## src/design/rcpw_pkg.sv

```systemverilog
package rcpw_pkg;

  // Default widths of the output coordinates and of the byte address
  localparam int unsigned COORD_WIDTH_DEF = 12;
  localparam int unsigned ADDR_WIDTH_DEF  = 26;

  // Configuration port
  localparam int unsigned CFG_IDX_W  = 3;
  localparam int unsigned CFG_DATA_W = 32;

  // Register widths
  localparam int unsigned DIM_W    = 13;
  localparam int unsigned COUNT_W  = 8;
  localparam int unsigned COLOR_W  = 32;
  localparam int unsigned STEP_W   = 8;
  localparam int unsigned BPP_W    = 6;
  localparam int unsigned LAYOUT_W = 31;

  // Counter widths and full-precision coordinate width
  localparam int unsigned POS_W = 12;
  localparam int unsigned XY_W  = COUNT_W + DIM_W;

  localparam logic [DIM_W-1:0] MAX_RECT_DIM = DIM_W'(4096);
  localparam logic [BPP_W-1:0] FULL_DEPTH   = BPP_W'(32);

  // Layout register fields
  localparam int unsigned DIRECT_BIT = 30;

  typedef enum logic [CFG_IDX_W-1:0] {
    REG_LINE_WIDTH,
    REG_RECT_WIDTH,
    REG_RECT_HEIGHT,
    REG_RECT_COUNT,
    REG_FIRST_COLOR,
    REG_COLOR_STEP,
    REG_BITS_PER_PIXEL,
    REG_COLOR_LAYOUT
  } cfg_reg_e;

  localparam logic [DIM_W-1:0]    LINE_WIDTH_RST  = DIM_W'(1024);
  localparam logic [DIM_W-1:0]    RECT_WIDTH_RST  = DIM_W'(128);
  localparam logic [DIM_W-1:0]    RECT_HEIGHT_RST = DIM_W'(96);
  localparam logic [COUNT_W-1:0]  RECT_COUNT_RST  = COUNT_W'(8);
  localparam logic [COLOR_W-1:0]  FIRST_COLOR_RST = '0;
  localparam logic [STEP_W-1:0]   COLOR_STEP_RST  = STEP_W'(1);
  localparam logic [BPP_W-1:0]    BPP_RST         = BPP_W'(8);
  localparam logic [LAYOUT_W-1:0] LAYOUT_RST      = '0;

endpackage

```

## src/design/rcpw_if.sv

```systemverilog
interface rcpw_req_if;
  logic valid;
  logic ready;
  logic restart;

  modport source (output valid, output restart, input ready);
  modport sink   (input valid, input restart, output ready);
endinterface

interface rcpw_pix_if #(
  parameter int unsigned COORD_WIDTH = rcpw_pkg::COORD_WIDTH_DEF,
  parameter int unsigned ADDR_WIDTH  = rcpw_pkg::ADDR_WIDTH_DEF
);
  logic                   valid;
  logic                   ready;
  logic [COORD_WIDTH-1:0] pixel_x;
  logic [COORD_WIDTH-1:0] pixel_y;
  logic [ADDR_WIDTH-1:0]  byte_address;
  logic [31:0]            pixel_color;
  logic                   last_pixel;

  modport source (output valid, output pixel_x, output pixel_y, output byte_address,
                  output pixel_color, output last_pixel, input ready);
  modport sink   (input valid, input pixel_x, input pixel_y, input byte_address,
                  input pixel_color, input last_pixel, output ready);
endinterface

```

## src/design/rect_color_pattern_writer_top.sv

```systemverilog
// Rectangle grid pattern writer.
// Each transaction on req_i is one tick: restart=1 starts the pattern at its
// first pixel, restart=0 advances by one pixel. A tick that produces a pixel
// gives one transaction on pix_o with the pixel's x, y, framebuffer byte
// address and color; last_pixel marks the final pixel of the grid. Ticks
// while the pattern is idle or finished give nothing.
// Configuration registers are written through cfg_we_i/cfg_idx_i/cfg_data_i;
// the user must do so only while no tick is in flight, as the block does not
// enforce it. The new values apply from the next tick.
// Each pixel passes the four-stage pipeline (counters, coordinate products,
// linear index and color, byte scaling), which holds one item per stage and
// takes one tick per cycle while pix_o does not stall.
// When pix_o stalls the whole pipeline holds and req_i.ready drops, so no
// pixel is lost; req_i.ready stays high while the output register is empty
// or being taken.
// Reset (asynchronous, active low) loads the register defaults, empties the
// pipeline and leaves the pattern idle until a restart tick.
module rect_color_pattern_writer_top #(
  parameter int unsigned COORD_WIDTH = rcpw_pkg::COORD_WIDTH_DEF,
  parameter int unsigned ADDR_WIDTH  = rcpw_pkg::ADDR_WIDTH_DEF
) (
  input  logic                               clk_i,
  input  logic                               rst_ni,
  input  logic                               cfg_we_i,
  input  logic [rcpw_pkg::CFG_IDX_W-1:0]     cfg_idx_i,
  input  logic [rcpw_pkg::CFG_DATA_W-1:0]    cfg_data_i,
  rcpw_req_if.sink                           req_i,
  rcpw_pix_if.source                         pix_o
);
  import rcpw_pkg::*;

  // Configuration registers
  logic [DIM_W-1:0]    line_width_q, rect_width_q, rect_height_q;
  logic [COUNT_W-1:0]  rect_count_q;
  logic [COLOR_W-1:0]  first_color_q;
  logic [STEP_W-1:0]   color_step_q;
  logic [BPP_W-1:0]    bpp_q;
  logic [LAYOUT_W-1:0] color_layout_q;

  always_ff @(posedge clk_i or negedge rst_ni) begin
    if (!rst_ni) begin
      line_width_q   <= LINE_WIDTH_RST;
      rect_width_q   <= RECT_WIDTH_RST;
      rect_height_q  <= RECT_HEIGHT_RST;
      rect_count_q   <= RECT_COUNT_RST;
      first_color_q  <= FIRST_COLOR_RST;
      color_step_q   <= COLOR_STEP_RST;
      bpp_q          <= BPP_RST;
      color_layout_q <= LAYOUT_RST;
    end else if (cfg_we_i) begin
      case (cfg_idx_i)
        REG_LINE_WIDTH:     line_width_q   <= cfg_data_i[DIM_W-1:0];
        REG_RECT_WIDTH:     rect_width_q   <= cfg_data_i[DIM_W-1:0];
        REG_RECT_HEIGHT:    rect_height_q  <= cfg_data_i[DIM_W-1:0];
        REG_RECT_COUNT:     rect_count_q   <= cfg_data_i[COUNT_W-1:0];
        REG_FIRST_COLOR:    first_color_q  <= cfg_data_i[COLOR_W-1:0];
        REG_COLOR_STEP:     color_step_q   <= cfg_data_i[STEP_W-1:0];
        REG_BITS_PER_PIXEL: bpp_q          <= cfg_data_i[BPP_W-1:0];
        REG_COLOR_LAYOUT:   color_layout_q <= cfg_data_i[LAYOUT_W-1:0];
        default:            ;
      endcase
    end
  end

  // Derived configuration
  logic [DIM_W-1:0]   rect_w, rect_h;
  logic [BPP_W-1:0]   depth;
  logic [COLOR_W-1:0] depth_mask;
  logic [2:0]         bytes_pp;
  logic [BPP_W:0]     depth_round;

  assign rect_w      = (rect_width_q > MAX_RECT_DIM) ? MAX_RECT_DIM : rect_width_q;
  assign rect_h      = (rect_height_q > MAX_RECT_DIM) ? MAX_RECT_DIM : rect_height_q;
  assign depth       = (bpp_q > FULL_DEPTH) ? FULL_DEPTH : bpp_q;
  assign depth_mask  = depth[5] ? '1 : ((COLOR_W'(1) << depth[4:0]) - COLOR_W'(1));
  assign depth_round = {1'b0, depth} + (BPP_W+1)'(7);
  assign bytes_pp    = depth_round[5:3];

  // Pipeline control: the whole pipeline moves when the output register frees
  logic adv, accept;
  logic out_valid_q;

  assign adv         = !out_valid_q || pix_o.ready;
  assign req_i.ready = adv;
  assign accept      = req_i.valid && adv;

  // Pattern position of the next pixel
  logic [COUNT_W-1:0] row_q, col_q, row_d, col_d;
  logic [POS_W-1:0]   line_q, pix_q, line_d, pix_d;
  logic               active_q, active_d;

  logic [COUNT_W-1:0] row_b, col_b;
  logic [POS_W-1:0]   line_b, pix_b;
  logic               active_b, empty_grid, emit, last;
  logic [DIM_W-1:0]   pix_inc, line_inc;
  logic [COUNT_W:0]   col_inc, row_inc;

  always_comb begin
    row_b    = req_i.restart ? '0 : row_q;
    col_b    = req_i.restart ? '0 : col_q;
    line_b   = req_i.restart ? '0 : line_q;
    pix_b    = req_i.restart ? '0 : pix_q;
    active_b = req_i.restart || active_q;

    empty_grid = (rect_count_q == '0) || (rect_w == '0) || (rect_h == '0);
    emit       = active_b && !empty_grid;

    pix_inc  = {1'b0, pix_b} + DIM_W'(1);
    line_inc = {1'b0, line_b} + DIM_W'(1);
    col_inc  = {1'b0, col_b} + (COUNT_W+1)'(1);
    row_inc  = {1'b0, row_b} + (COUNT_W+1)'(1);

    row_d    = row_b;
    col_d    = col_b;
    line_d   = line_b;
    pix_d    = pix_b;
    active_d = emit;
    last     = 1'b0;

    // Advance: pixel, then line, then rectangle, then rectangle row
    if (emit) begin
      pix_d = pix_inc[POS_W-1:0];
      if (pix_inc >= rect_w) begin
        pix_d  = '0;
        line_d = line_inc[POS_W-1:0];
        if (line_inc >= rect_h) begin
          line_d = '0;
          col_d  = col_inc[COUNT_W-1:0];
          if (col_inc >= {1'b0, rect_count_q}) begin
            col_d = '0;
            row_d = row_inc[COUNT_W-1:0];
            if (row_inc >= {1'b0, rect_count_q}) begin
              row_d    = '0;
              last     = 1'b1;
              active_d = 1'b0;
            end
          end
        end
      end
    end
  end

  always_ff @(posedge clk_i or negedge rst_ni) begin
    if (!rst_ni) begin
      row_q    <= '0;
      col_q    <= '0;
      line_q   <= '0;
      pix_q    <= '0;
      active_q <= 1'b0;
    end else if (accept) begin
      row_q    <= row_d;
      col_q    <= col_d;
      line_q   <= line_d;
      pix_q    <= pix_d;
      active_q <= active_d;
    end
  end

  // Stage 1: position of the emitted pixel
  logic               s1_valid_q;
  logic [COUNT_W-1:0] s1_row_q, s1_col_q;
  logic [POS_W-1:0]   s1_line_q, s1_pix_q;
  logic               s1_last_q;

  // Stage 2: coordinates and colour products
  logic                    s2_valid_q;
  logic [XY_W-1:0]         s2_x_q, s2_y_q;
  logic [2*COUNT_W-1:0]    s2_idx_q;
  logic [COUNT_W+STEP_W-1:0] s2_radd_q, s2_gadd_q;
  logic [COUNT_W+STEP_W:0] s2_badd_q;
  logic                    s2_last_q;

  logic [XY_W-1:0]           col_w, row_h, s2_x_d, s2_y_d;
  logic [2*COUNT_W-1:0]      row_n, s2_idx_d;
  logic [COUNT_W:0]          row_col;
  logic [COUNT_W+STEP_W-1:0] s2_radd_d, s2_gadd_d;
  logic [COUNT_W+STEP_W:0]   s2_badd_d;

  assign col_w     = s1_col_q * rect_w;
  assign row_h     = s1_row_q * rect_h;
  assign s2_x_d    = col_w + XY_W'(s1_pix_q);
  assign s2_y_d    = row_h + XY_W'(s1_line_q);
  assign row_n     = s1_row_q * rect_count_q;
  assign s2_idx_d  = row_n + (2*COUNT_W)'(s1_col_q);
  assign row_col   = {1'b0, s1_row_q} + {1'b0, s1_col_q};
  assign s2_radd_d = s1_col_q * color_step_q;
  assign s2_gadd_d = s1_row_q * color_step_q;
  assign s2_badd_d = row_col * color_step_q;

  // Stage 3: linear pixel index and colour
  logic                   s3_valid_q;
  logic [ADDR_WIDTH-1:0]  s3_lin_q;
  logic [COORD_WIDTH-1:0] s3_x_q, s3_y_q;
  logic [COLOR_W-1:0]     s3_color_q;
  logic                   s3_last_q;

  logic [XY_W+DIM_W:0]         lin_full;
  logic [2*COUNT_W+STEP_W-1:0] idx_step;
  logic [COLOR_W-1:0]          idx_color, dir_color, s3_color_d;

  function automatic logic [COLOR_W-1:0] channel(input logic [COLOR_W-1:0] first,
                                                 input logic [4:0] pos,
                                                 input logic [4:0] size,
                                                 input logic [COUNT_W+STEP_W:0] add);
    logic [COLOR_W-1:0] m;
    logic [COLOR_W-1:0] f;
    m = (COLOR_W'(1) << size) - COLOR_W'(1);
    f = ((first >> pos) & m) + COLOR_W'(add);
    return (f & m) << pos;
  endfunction

  assign lin_full  = s2_y_q * line_width_q + s2_x_q;
  assign idx_step  = s2_idx_q * color_step_q;
  assign idx_color = first_color_q + COLOR_W'(idx_step);
  assign dir_color = channel(first_color_q, color_layout_q[4:0], color_layout_q[9:5],
                             {1'b0, s2_radd_q})
                   | channel(first_color_q, color_layout_q[14:10], color_layout_q[19:15],
                             {1'b0, s2_gadd_q})
                   | channel(first_color_q, color_layout_q[24:20], color_layout_q[29:25],
                             s2_badd_q);
  assign s3_color_d = (color_layout_q[DIRECT_BIT] ? dir_color : idx_color) & depth_mask;

  // Output stage: scale by bytes per pixel
  logic [ADDR_WIDTH-1:0]  addr_d;
  logic [COORD_WIDTH-1:0] out_x_q, out_y_q;
  logic [ADDR_WIDTH-1:0]  out_addr_q;
  logic [COLOR_W-1:0]     out_color_q;
  logic                   out_last_q;

  always_comb begin
    case (bytes_pp)
      3'd0:    addr_d = '0;
      3'd1:    addr_d = s3_lin_q;
      3'd2:    addr_d = s3_lin_q << 1;
      3'd3:    addr_d = s3_lin_q + (s3_lin_q << 1);
      default: addr_d = s3_lin_q << 2;
    endcase
  end

  always_ff @(posedge clk_i or negedge rst_ni) begin
    if (!rst_ni) begin
      s1_valid_q  <= 1'b0;
      s2_valid_q  <= 1'b0;
      s3_valid_q  <= 1'b0;
      out_valid_q <= 1'b0;
    end else if (adv) begin
      s1_valid_q  <= accept && emit;
      s2_valid_q  <= s1_valid_q;
      s3_valid_q  <= s2_valid_q;
      out_valid_q <= s3_valid_q;
    end
  end

  // Payload: hold while stalled
  always_ff @(posedge clk_i) begin
    if (adv) begin
      s1_row_q    <= row_b;
      s1_col_q    <= col_b;
      s1_line_q   <= line_b;
      s1_pix_q    <= pix_b;
      s1_last_q   <= last;

      s2_x_q      <= s2_x_d;
      s2_y_q      <= s2_y_d;
      s2_idx_q    <= s2_idx_d;
      s2_radd_q   <= s2_radd_d;
      s2_gadd_q   <= s2_gadd_d;
      s2_badd_q   <= s2_badd_d;
      s2_last_q   <= s1_last_q;

      s3_lin_q    <= lin_full[ADDR_WIDTH-1:0];
      s3_x_q      <= s2_x_q[COORD_WIDTH-1:0];
      s3_y_q      <= s2_y_q[COORD_WIDTH-1:0];
      s3_color_q  <= s3_color_d;
      s3_last_q   <= s2_last_q;

      out_x_q     <= s3_x_q;
      out_y_q     <= s3_y_q;
      out_addr_q  <= addr_d;
      out_color_q <= s3_color_q;
      out_last_q  <= s3_last_q;
    end
  end

  assign pix_o.valid        = out_valid_q;
  assign pix_o.pixel_x      = out_x_q;
  assign pix_o.pixel_y      = out_y_q;
  assign pix_o.byte_address = out_addr_q;
  assign pix_o.pixel_color  = out_color_q;
  assign pix_o.last_pixel   = out_last_q;

endmodule
```

## src/flat_wrapper.sv

```systemverilog
// flat-port wrapper written by rule: the top's interface ports become plain ports
module rect_color_pattern_writer_top_flat import rcpw_pkg::*;
#(
  parameter int unsigned COORD_WIDTH = rcpw_pkg::COORD_WIDTH_DEF,
  parameter int unsigned ADDR_WIDTH  = rcpw_pkg::ADDR_WIDTH_DEF
)
  (clk_i, rst_ni, cfg_we_i, cfg_idx_i, cfg_data_i, req_i_valid, req_i_restart, req_i_ready, pix_o_valid, pix_o_pixel_x, pix_o_pixel_y, pix_o_byte_address, pix_o_pixel_color, pix_o_last_pixel, pix_o_ready);
  rcpw_req_if req_i_i ();
  rcpw_pix_if #(.COORD_WIDTH(COORD_WIDTH), .ADDR_WIDTH(ADDR_WIDTH)) pix_o_i ();
  input  logic clk_i;
  input  logic rst_ni;
  input  logic cfg_we_i;
  input  logic [rcpw_pkg::CFG_IDX_W-1:0] cfg_idx_i;
  input  logic [rcpw_pkg::CFG_DATA_W-1:0] cfg_data_i;
  input wire logic [$bits(req_i_i.valid)-1:0] req_i_valid;
  input wire logic [$bits(req_i_i.restart)-1:0] req_i_restart;
  output wire logic [$bits(req_i_i.ready)-1:0] req_i_ready;
  output wire logic [$bits(pix_o_i.valid)-1:0] pix_o_valid;
  output wire logic [$bits(pix_o_i.pixel_x)-1:0] pix_o_pixel_x;
  output wire logic [$bits(pix_o_i.pixel_y)-1:0] pix_o_pixel_y;
  output wire logic [$bits(pix_o_i.byte_address)-1:0] pix_o_byte_address;
  output wire logic [$bits(pix_o_i.pixel_color)-1:0] pix_o_pixel_color;
  output wire logic [$bits(pix_o_i.last_pixel)-1:0] pix_o_last_pixel;
  input wire logic [$bits(pix_o_i.ready)-1:0] pix_o_ready;
  assign req_i_i.valid = req_i_valid;
  assign req_i_i.restart = req_i_restart;
  assign req_i_ready = req_i_i.ready;
  assign pix_o_valid = pix_o_i.valid;
  assign pix_o_pixel_x = pix_o_i.pixel_x;
  assign pix_o_pixel_y = pix_o_i.pixel_y;
  assign pix_o_byte_address = pix_o_i.byte_address;
  assign pix_o_pixel_color = pix_o_i.pixel_color;
  assign pix_o_last_pixel = pix_o_i.last_pixel;
  assign pix_o_i.ready = pix_o_ready;
  rect_color_pattern_writer_top #(.COORD_WIDTH(COORD_WIDTH), .ADDR_WIDTH(ADDR_WIDTH)) u_core (.clk_i(clk_i), .rst_ni(rst_ni), .cfg_we_i(cfg_we_i), .cfg_idx_i(cfg_idx_i), .cfg_data_i(cfg_data_i), .req_i(req_i_i), .pix_o(pix_o_i));
endmodule
```

## config.mk

```make
export PLATFORM = sky130hd
export DESIGN_NAME = rect_color_pattern_writer_top_flat
export DESIGN_NICKNAME = d
export VERILOG_FILES = /design/src/design/rcpw_pkg.sv /design/src/design/rcpw_if.sv /design/src/design/rect_color_pattern_writer_top.sv /design/src/flat_wrapper.sv
export SDC_FILE = /design/constraint.sdc
export NUM_CORES = 2
export LEC_CHECK = 0
export BUFFER_PORTS_ARGS = -buffer_cell sky130_fd_sc_hd__buf_2
export CORE_UTILIZATION = 35
export DETAILED_ROUTE_END_ITERATION = 8
export GPL_ROUTABILITY_DRIVEN = 0
export PLACE_DENSITY = 0.6
export SYNTH_ARGS = -nofsm -noshare
export SYNTH_HDL_FRONTEND = slang
export SYNTH_SLANG_ARGS = --single-unit
```

## constraint.sdc

```tcl
create_clock -name clk_i -period 24.6 [get_ports clk_i]
set_input_delay 3.69 -clock clk_i [delete_from_list [all_inputs] [get_ports clk_i]]
set_output_delay 3.69 -clock clk_i [all_outputs]
set_load 0.1 [all_outputs]
```

After elaboration in Yosys (flattened, before gate mapping)
Cells that the tools add are included.

Bits in latches: 0. Bits in read-only memories: 0. Bits in writable memories: 0. Logic and storage cells: 155. Memories kept: 0. Flip-flop bits (word level): 484.

Reduce and logical (&&, ||, !) cells: 23. Bitwise gates (word level): 9. Muxes and demuxes: 30. Equality and inequality tests: 10. $add $sub $neg: 19. Shift operators: 10. Div/mod/pow operators: 0. Magnitude comparators: 7. Multipliers: 8.

Operator list (number): bitwise AND 32 bit (7); left shift 1 x 5 -> 32 bit, first input constant (4); case mux 26 bit (4 select lines) (1); left shift 32 x 5 -> 32 bit (3); >> shifter 32 x 5 -> 32 bit (3); subtractor 32 x 2 -> 32 bit, second input constant (3); 2-to-1 mux 8 bit (11); 2-to-1 mux 12 bit (7); adder 32 x 16 -> 32 bit (2); 2-to-1 mux 32 bit (2); OR 32 bit (2); multiplier 8 x 8 -> 16 bit (3); adder 21 x 12 -> 21 bit (2); multiplier 8 x 13 -> 21 bit (2); adder 32 x 17 -> 32 bit (1); adder 32 x 24 -> 32 bit (1); subtractor 32 x 1 -> 32 bit, second input constant (1); adder 12 x 1 -> 13 bit, second input constant (2); adder 26 x 21 -> 26 bit (1); adder 26 bit (1); greater-or-equal comparator 13 bit (2); > comparator 13 bit, second input constant (2); zero test 13 bit (2); multiplier 21 x 13 -> 26 bit (1); other kinds (21) (50).

Logic depth before layout (Yosys ltp)
Depth in word-level cells: 10. Depth in mapped cells: 31. Mapped depth without buffers: 26.

Least setup slack after synthesis
No wires, ideal clock.

Path kind: input to output. Start: input pix_o_ready. End: output req_i_ready. Slack: 7.709 ns. Buffers on the path: 1. Stages: 2. Required time: 20.910 ns. Data arrival time: 13.201 ns. Path through: nand2b_1 > clkbuf_1.

Longest elaborated chain between the ends: 1.

RTL lines: start, declared (line flat_wrapper.sv:24) `input wire logic [$bits(pix_o_i.ready)-1:0] pix_o_ready;`; logical OR 1 bit (line rect_color_pattern_writer_top.sv:83) `assign adv = !out_valid_q || pix_o.ready;`; end, declared (line flat_wrapper.sv:17) `output wire logic [$bits(req_i_i.ready)-1:0] req_i_ready;`.

Every way passes these cells.

Worst setup path in the final report
Ends and elaborated chain as after synthesis.

==> impl_summary.md <==
Setup path
In this run the register-to-register setup slack is 16,610 ps. The endpoint identified for the worst register-to-register timing path is u_core.s3_color_q[27]$_DFFE_PN_. The worst setup path is launched from a primary input. The cell repeated most along the worst path is sky130_fd_sc_hd__buf_2.

The critical path's largest stage delay is 560 ps. The largest fanout on the critical path is 26. The signal on the critical path passes through buf_2 > nand2b_4 > buf_2.

The critical setup path kind is primary input to output pin. For the worst setup path, the data required time is 20,910 ps. The worst register-to-register path begins at u_core.color_layout_q[11]$_DFFE_PN0P_. The largest individual stage delay along the critical path comes from the cell sky130_fd_sc_hd__buf_2.

The nature of the critical path endpoint is an output pin. The data arrival at the endpoint of the critical path is roughly 4700 ps. For the worst flop-to-flop path, the logic depth is 18.

Synth
The synthesized design devotes to its leading area cell type about a fifth of total area. The async set or reset register ratio after synthesis is 34.92%. In the post-synthesis netlist, the biggest area contributors are sky130_fd_sc_hd__fa_1 (19%), sky130_fd_sc_hd__edfxtp_1 (14%), sky130_fd_sc_hd__ha_1 (9.0%). The cell count after synthesis is 7,390.

After synthesis, the largest family of logic cells by area is adder cells. The post-synthesis simple-gate area fraction is a little under a fifth. The synthesis-stage register bit count is 484. The number of distinct library cell variants in the gate-level netlist after synthesis is just under 100. The adder-cell area share of the yosys netlist is 28.16%.

The per-instance average area after synthesis is 8.850 um2. The area share of xor/xnor cells in the synthesized design is 2.812%. In the synthesized netlist the dominant register cell turns out to be sky130_fd_sc_hd__edfxtp_1. The multiplexer fraction of the synthesized cell area is about 7.5%. The fraction of the mapped netlist area in compound gates is approximately 15%. Summing every instance area after synthesis gives 0.06540 mm2. The total nets after synthesis is 8,528. Among all cell types in the netlist, the one instantiated most often is sky130_fd_sc_hd__nand2_1. The part of the Yosys area used for sequential elements is 20.94%. The dominant cell type by area after synthesis is sky130_fd_sc_hd__fa_1. In this run, synthesis inferred 315 flip-flops with an integrated enable. By count the netlist is led by sky130_fd_sc_hd__nand2_1 (897), sky130_fd_sc_hd__inv_1 (882), sky130_fd_sc_hd__fa_1 (625). The count of warnings emitted by yosys is 0.

Run
The number of max-cap violations is 0.

Clocking
The clock latency on the worst-skew pair is 760 ps. After clock tree synthesis, the clock-pin slew on the worst setup and hold paths is 80 ps. Counting along the longest clock path gives a buffer depth of 3. The H-tree level count is 2. The number of hold buffers added after CTS is 0. Clock tree synthesis found a total of 484 sinks. The number of clock buffers added by TritonCTS is 61. The post-CTS setup buffer count is 0. The number of gates resized after cts is 0. TritonCTS built the clock tree. The cell at the root of the clock tree is sky130_fd_sc_hd__clkbuf_16.

Timing
The final-report setup violation count is 0. Setup repair after global routing left no endpoint under its margin. On the final layout, the worst clock skew is 105.6 ps. For the pin with the worst max-slew slack, the measured transition is 1287 ps. The post-layout minimum cycle time is 8395 ps. The count of final max-slew check failures came to 0. The worst path uses between 30% and 40% of the clock period. The final hold violation count was 0. The setup TNS after final layout is 0 ps. The maximum achievable frequency is 119.1 MHz.

On the final layout, the worst hold slack is 355.8 ps. The headroom to the max-slew limit is between 10% and 20%.

Drt
The mean number of vias per cell is 5.708. After the first detailed-routing iteration, the DRC count stood at 6,423. The total number of vias is 55,860.

The count of nets left with antenna violations once routing finished came out at 0. After detailed routing, the average wire length per cell comes to 21.37 um. The number of iterations in the first detailed-routing pass is 9. For this run, design rule violations remaining after detail routing come to 25. The final wirelength is ~210,000 um.

Placed design
Detailed placement ended at an HPWL of 159,900 um. The number of port buffers is 125.

Floorplan
The floorplan has 158 rows. The die covers ~0.19 mm2. The die boundary height is 434.3 um.

The initial utilization of the core area, before any placement, comes to between 30% and 40%. The die outline width is 434.3 um. The placeable core area is 0.1854 mm2.

During I/O placement, the number of pins put on the boundary was between 100 and 150.

Global routing
After global routing the overflow that remains totals 0. The via count of the first global-routing pass was ~55,000. The initial antenna violation count is 16.

The maximum number of pins on one net before global-route repair is roughly 80. Global routing consumed, over all layers together, 21.96% of the routing resources. The first-pass GRT wire length is about 320,000 um.

Status
The checks that failed: design-rule violations. The run finished, with violations left.

Final layout
At the end of the flow the core is filled with cells to 37.95%. Relative to the synthesized area, the layout overhead comes to 7.609%. The fraction of layout instances using a drive strength above 1 is 8.999%. For this run, the post-layout net count is 8,386. After filler insertion, the fill cell instance count of the layout stands at 18,780.

Min path
The cell depth of the worst hold path is 0. For hold timing, the worst endpoint is u_core.pix_o.pixel_color[16]$_DFFE_PN_. The path type of the worst min-delay path is register to register. The beginning of the worst hold path is u_core.s3_color_q[16]$_DFFE_PN_.
-- routing by layer --
metal	track usage [%]	routed length [um]	up-vias
li1	-	-	25070
met1	29.30	86670	27570
met2	34.26	92440	2607
met3	4.324	19180	592
met4	9.917	10730	14
met5	0	80	-
-- critical path: cells and delay by family --
| family | cells | cell delay (ps) |
|---|---|---|
| buffers and inverters | 2 | 630 |
| AND/OR/NAND/NOR | 1 | 350 |
-- placed cells by master, fill, tap and decap left out, types with 43 or more instances in the layout --
| cell | Yosys | final |
|---|---|---|
| sky130_fd_sc_hd__fa_1 | 625 | 625 |
| sky130_fd_sc_hd__a211oi_1 | 70 | 70 |
| sky130_fd_sc_hd__nor2b_1 | 123 | 123 |
| sky130_fd_sc_hd__inv_1 | 882 | 882 |
| sky130_fd_sc_hd__mux2i_1 | 146 | 146 |
| sky130_fd_sc_hd__dfrtp_1 | 162 | 152 |
| sky130_fd_sc_hd__and2_1 | 366 | 366 |
| sky130_fd_sc_hd__nand2b_1 | 62 | 61 |
| sky130_fd_sc_hd__clkbuf_16 | 0 | 61 |
| sky130_fd_sc_hd__nor4_1 | 43 | 43 |
| sky130_fd_sc_hd__edfxtp_1 | 315 | 315 |
| sky130_fd_sc_hd__nor2_1 | 485 | 485 |
| sky130_fd_sc_hd__nand3_1 | 121 | 121 |
| sky130_fd_sc_hd__a21oi_1 | 324 | 323 |
| sky130_fd_sc_hd__a31oi_1 | 56 | 56 |
| sky130_fd_sc_hd__a21o_1 | 86 | 86 |
| sky130_fd_sc_hd__xnor2_1 | 147 | 147 |
| sky130_fd_sc_hd__nand4_1 | 44 | 44 |
| sky130_fd_sc_hd__xor2_1 | 63 | 63 |
| sky130_fd_sc_hd__ha_1 | 472 | 472 |
| sky130_fd_sc_hd__nand2_1 | 897 | 897 |
| sky130_fd_sc_hd__nor3_1 | 109 | 107 |
| sky130_fd_sc_hd__mux4_2 | 74 | 74 |
| sky130_fd_sc_hd__o22ai_1 | 51 | 51 |
| sky130_fd_sc_hd__o21a_1 | 48 | 48 |
| sky130_fd_sc_hd__o211ai_1 | 59 | 59 |
| sky130_fd_sc_hd__and3_1 | 48 | 48 |
| sky130_fd_sc_hd__buf_4 | 2 | 93 |
| sky130_fd_sc_hd__buf_2 | 11 | 124 |
| sky130_fd_sc_hd__o21ai_0 | 308 | 308 |
| sky130_fd_sc_hd__mux2_2 | 160 | 160 |
-- sequential cells by signal, summed over array words and instances (netlist names), 16 cells and up --
signal,cells
u_core.s3_lin_q,26
u_core.s2_radd_q,16
u_core.s2_y_q,21
u_core.pix_o.pixel_color,32
u_core.s2_x_q,21
u_core.first_color_q,32
u_core.s3_color_q,32
u_core.color_layout_q,31
u_core.pix_o.byte_address,26
u_core.s2_gadd_q,16
u_core.s2_badd_q,17
u_core.s2_idx_q,16
-- layout make-up --
class | count | area (um2) | share of cell area [%]
Antenna cell | 5 | 12.51 | 0.01778
Clock buffer | 68 | 1583 | 2.249
Clock inverter | 48 | 538.0 | 0.7645
Inverter | 895 | 3359 | 4.774
Multi-Input combinational cell | 5588 | 46730 | 66.40
Sequential cell | 484 | 13720 | 19.49
Tap cell | 2480 | 3103 | 4.409
Timing Repair Buffer | 218 | 1333 | 1.893
-- through the flow --
stage / std cells / area (um2) / setup WS [ps]
floorplan: 7390 / 65400 / 7709
global placement: 9665 / 68240 / 16150
detailed placement: 9665 / 68240 / 16130
CTS: 9781 / 70360 / 16130
global route: 9783 / 70370 / 16120
finish: 9786 / 70380 / 16200
-- cells by family after synthesis --
logic type | after synthesis
AO/OA/AOI/OAI | 1424
XOR/XNOR | 210
adder cells (fa/ha/maj) | 1097
buffers and inverters | 1318
flip-flops | 484
multiplexers | 380
AND/OR/NAND/NOR | 2477
-- worst max path at each step --
stage / startpoint / end / slack (ps) / cells after the start
6_report: pix_o_ready / req_i_ready / 16200 / 3
5_1_grt: pix_o_ready / req_i_ready / 16120 / 3
4_1_cts: pix_o_ready / req_i_ready / 16130 / 3
3_5_place_dp: pix_o_ready / req_i_ready / 16130 / 3
3_3_place_gp: pix_o_ready / req_i_ready / 16150 / 3
2_1_floorplan: pix_o_ready / req_i_ready / 7710 / 2
Power is left out: the tool's default activity adds up to more than one toggle a clock period on the data nets, which glitch-free logic cannot reach.
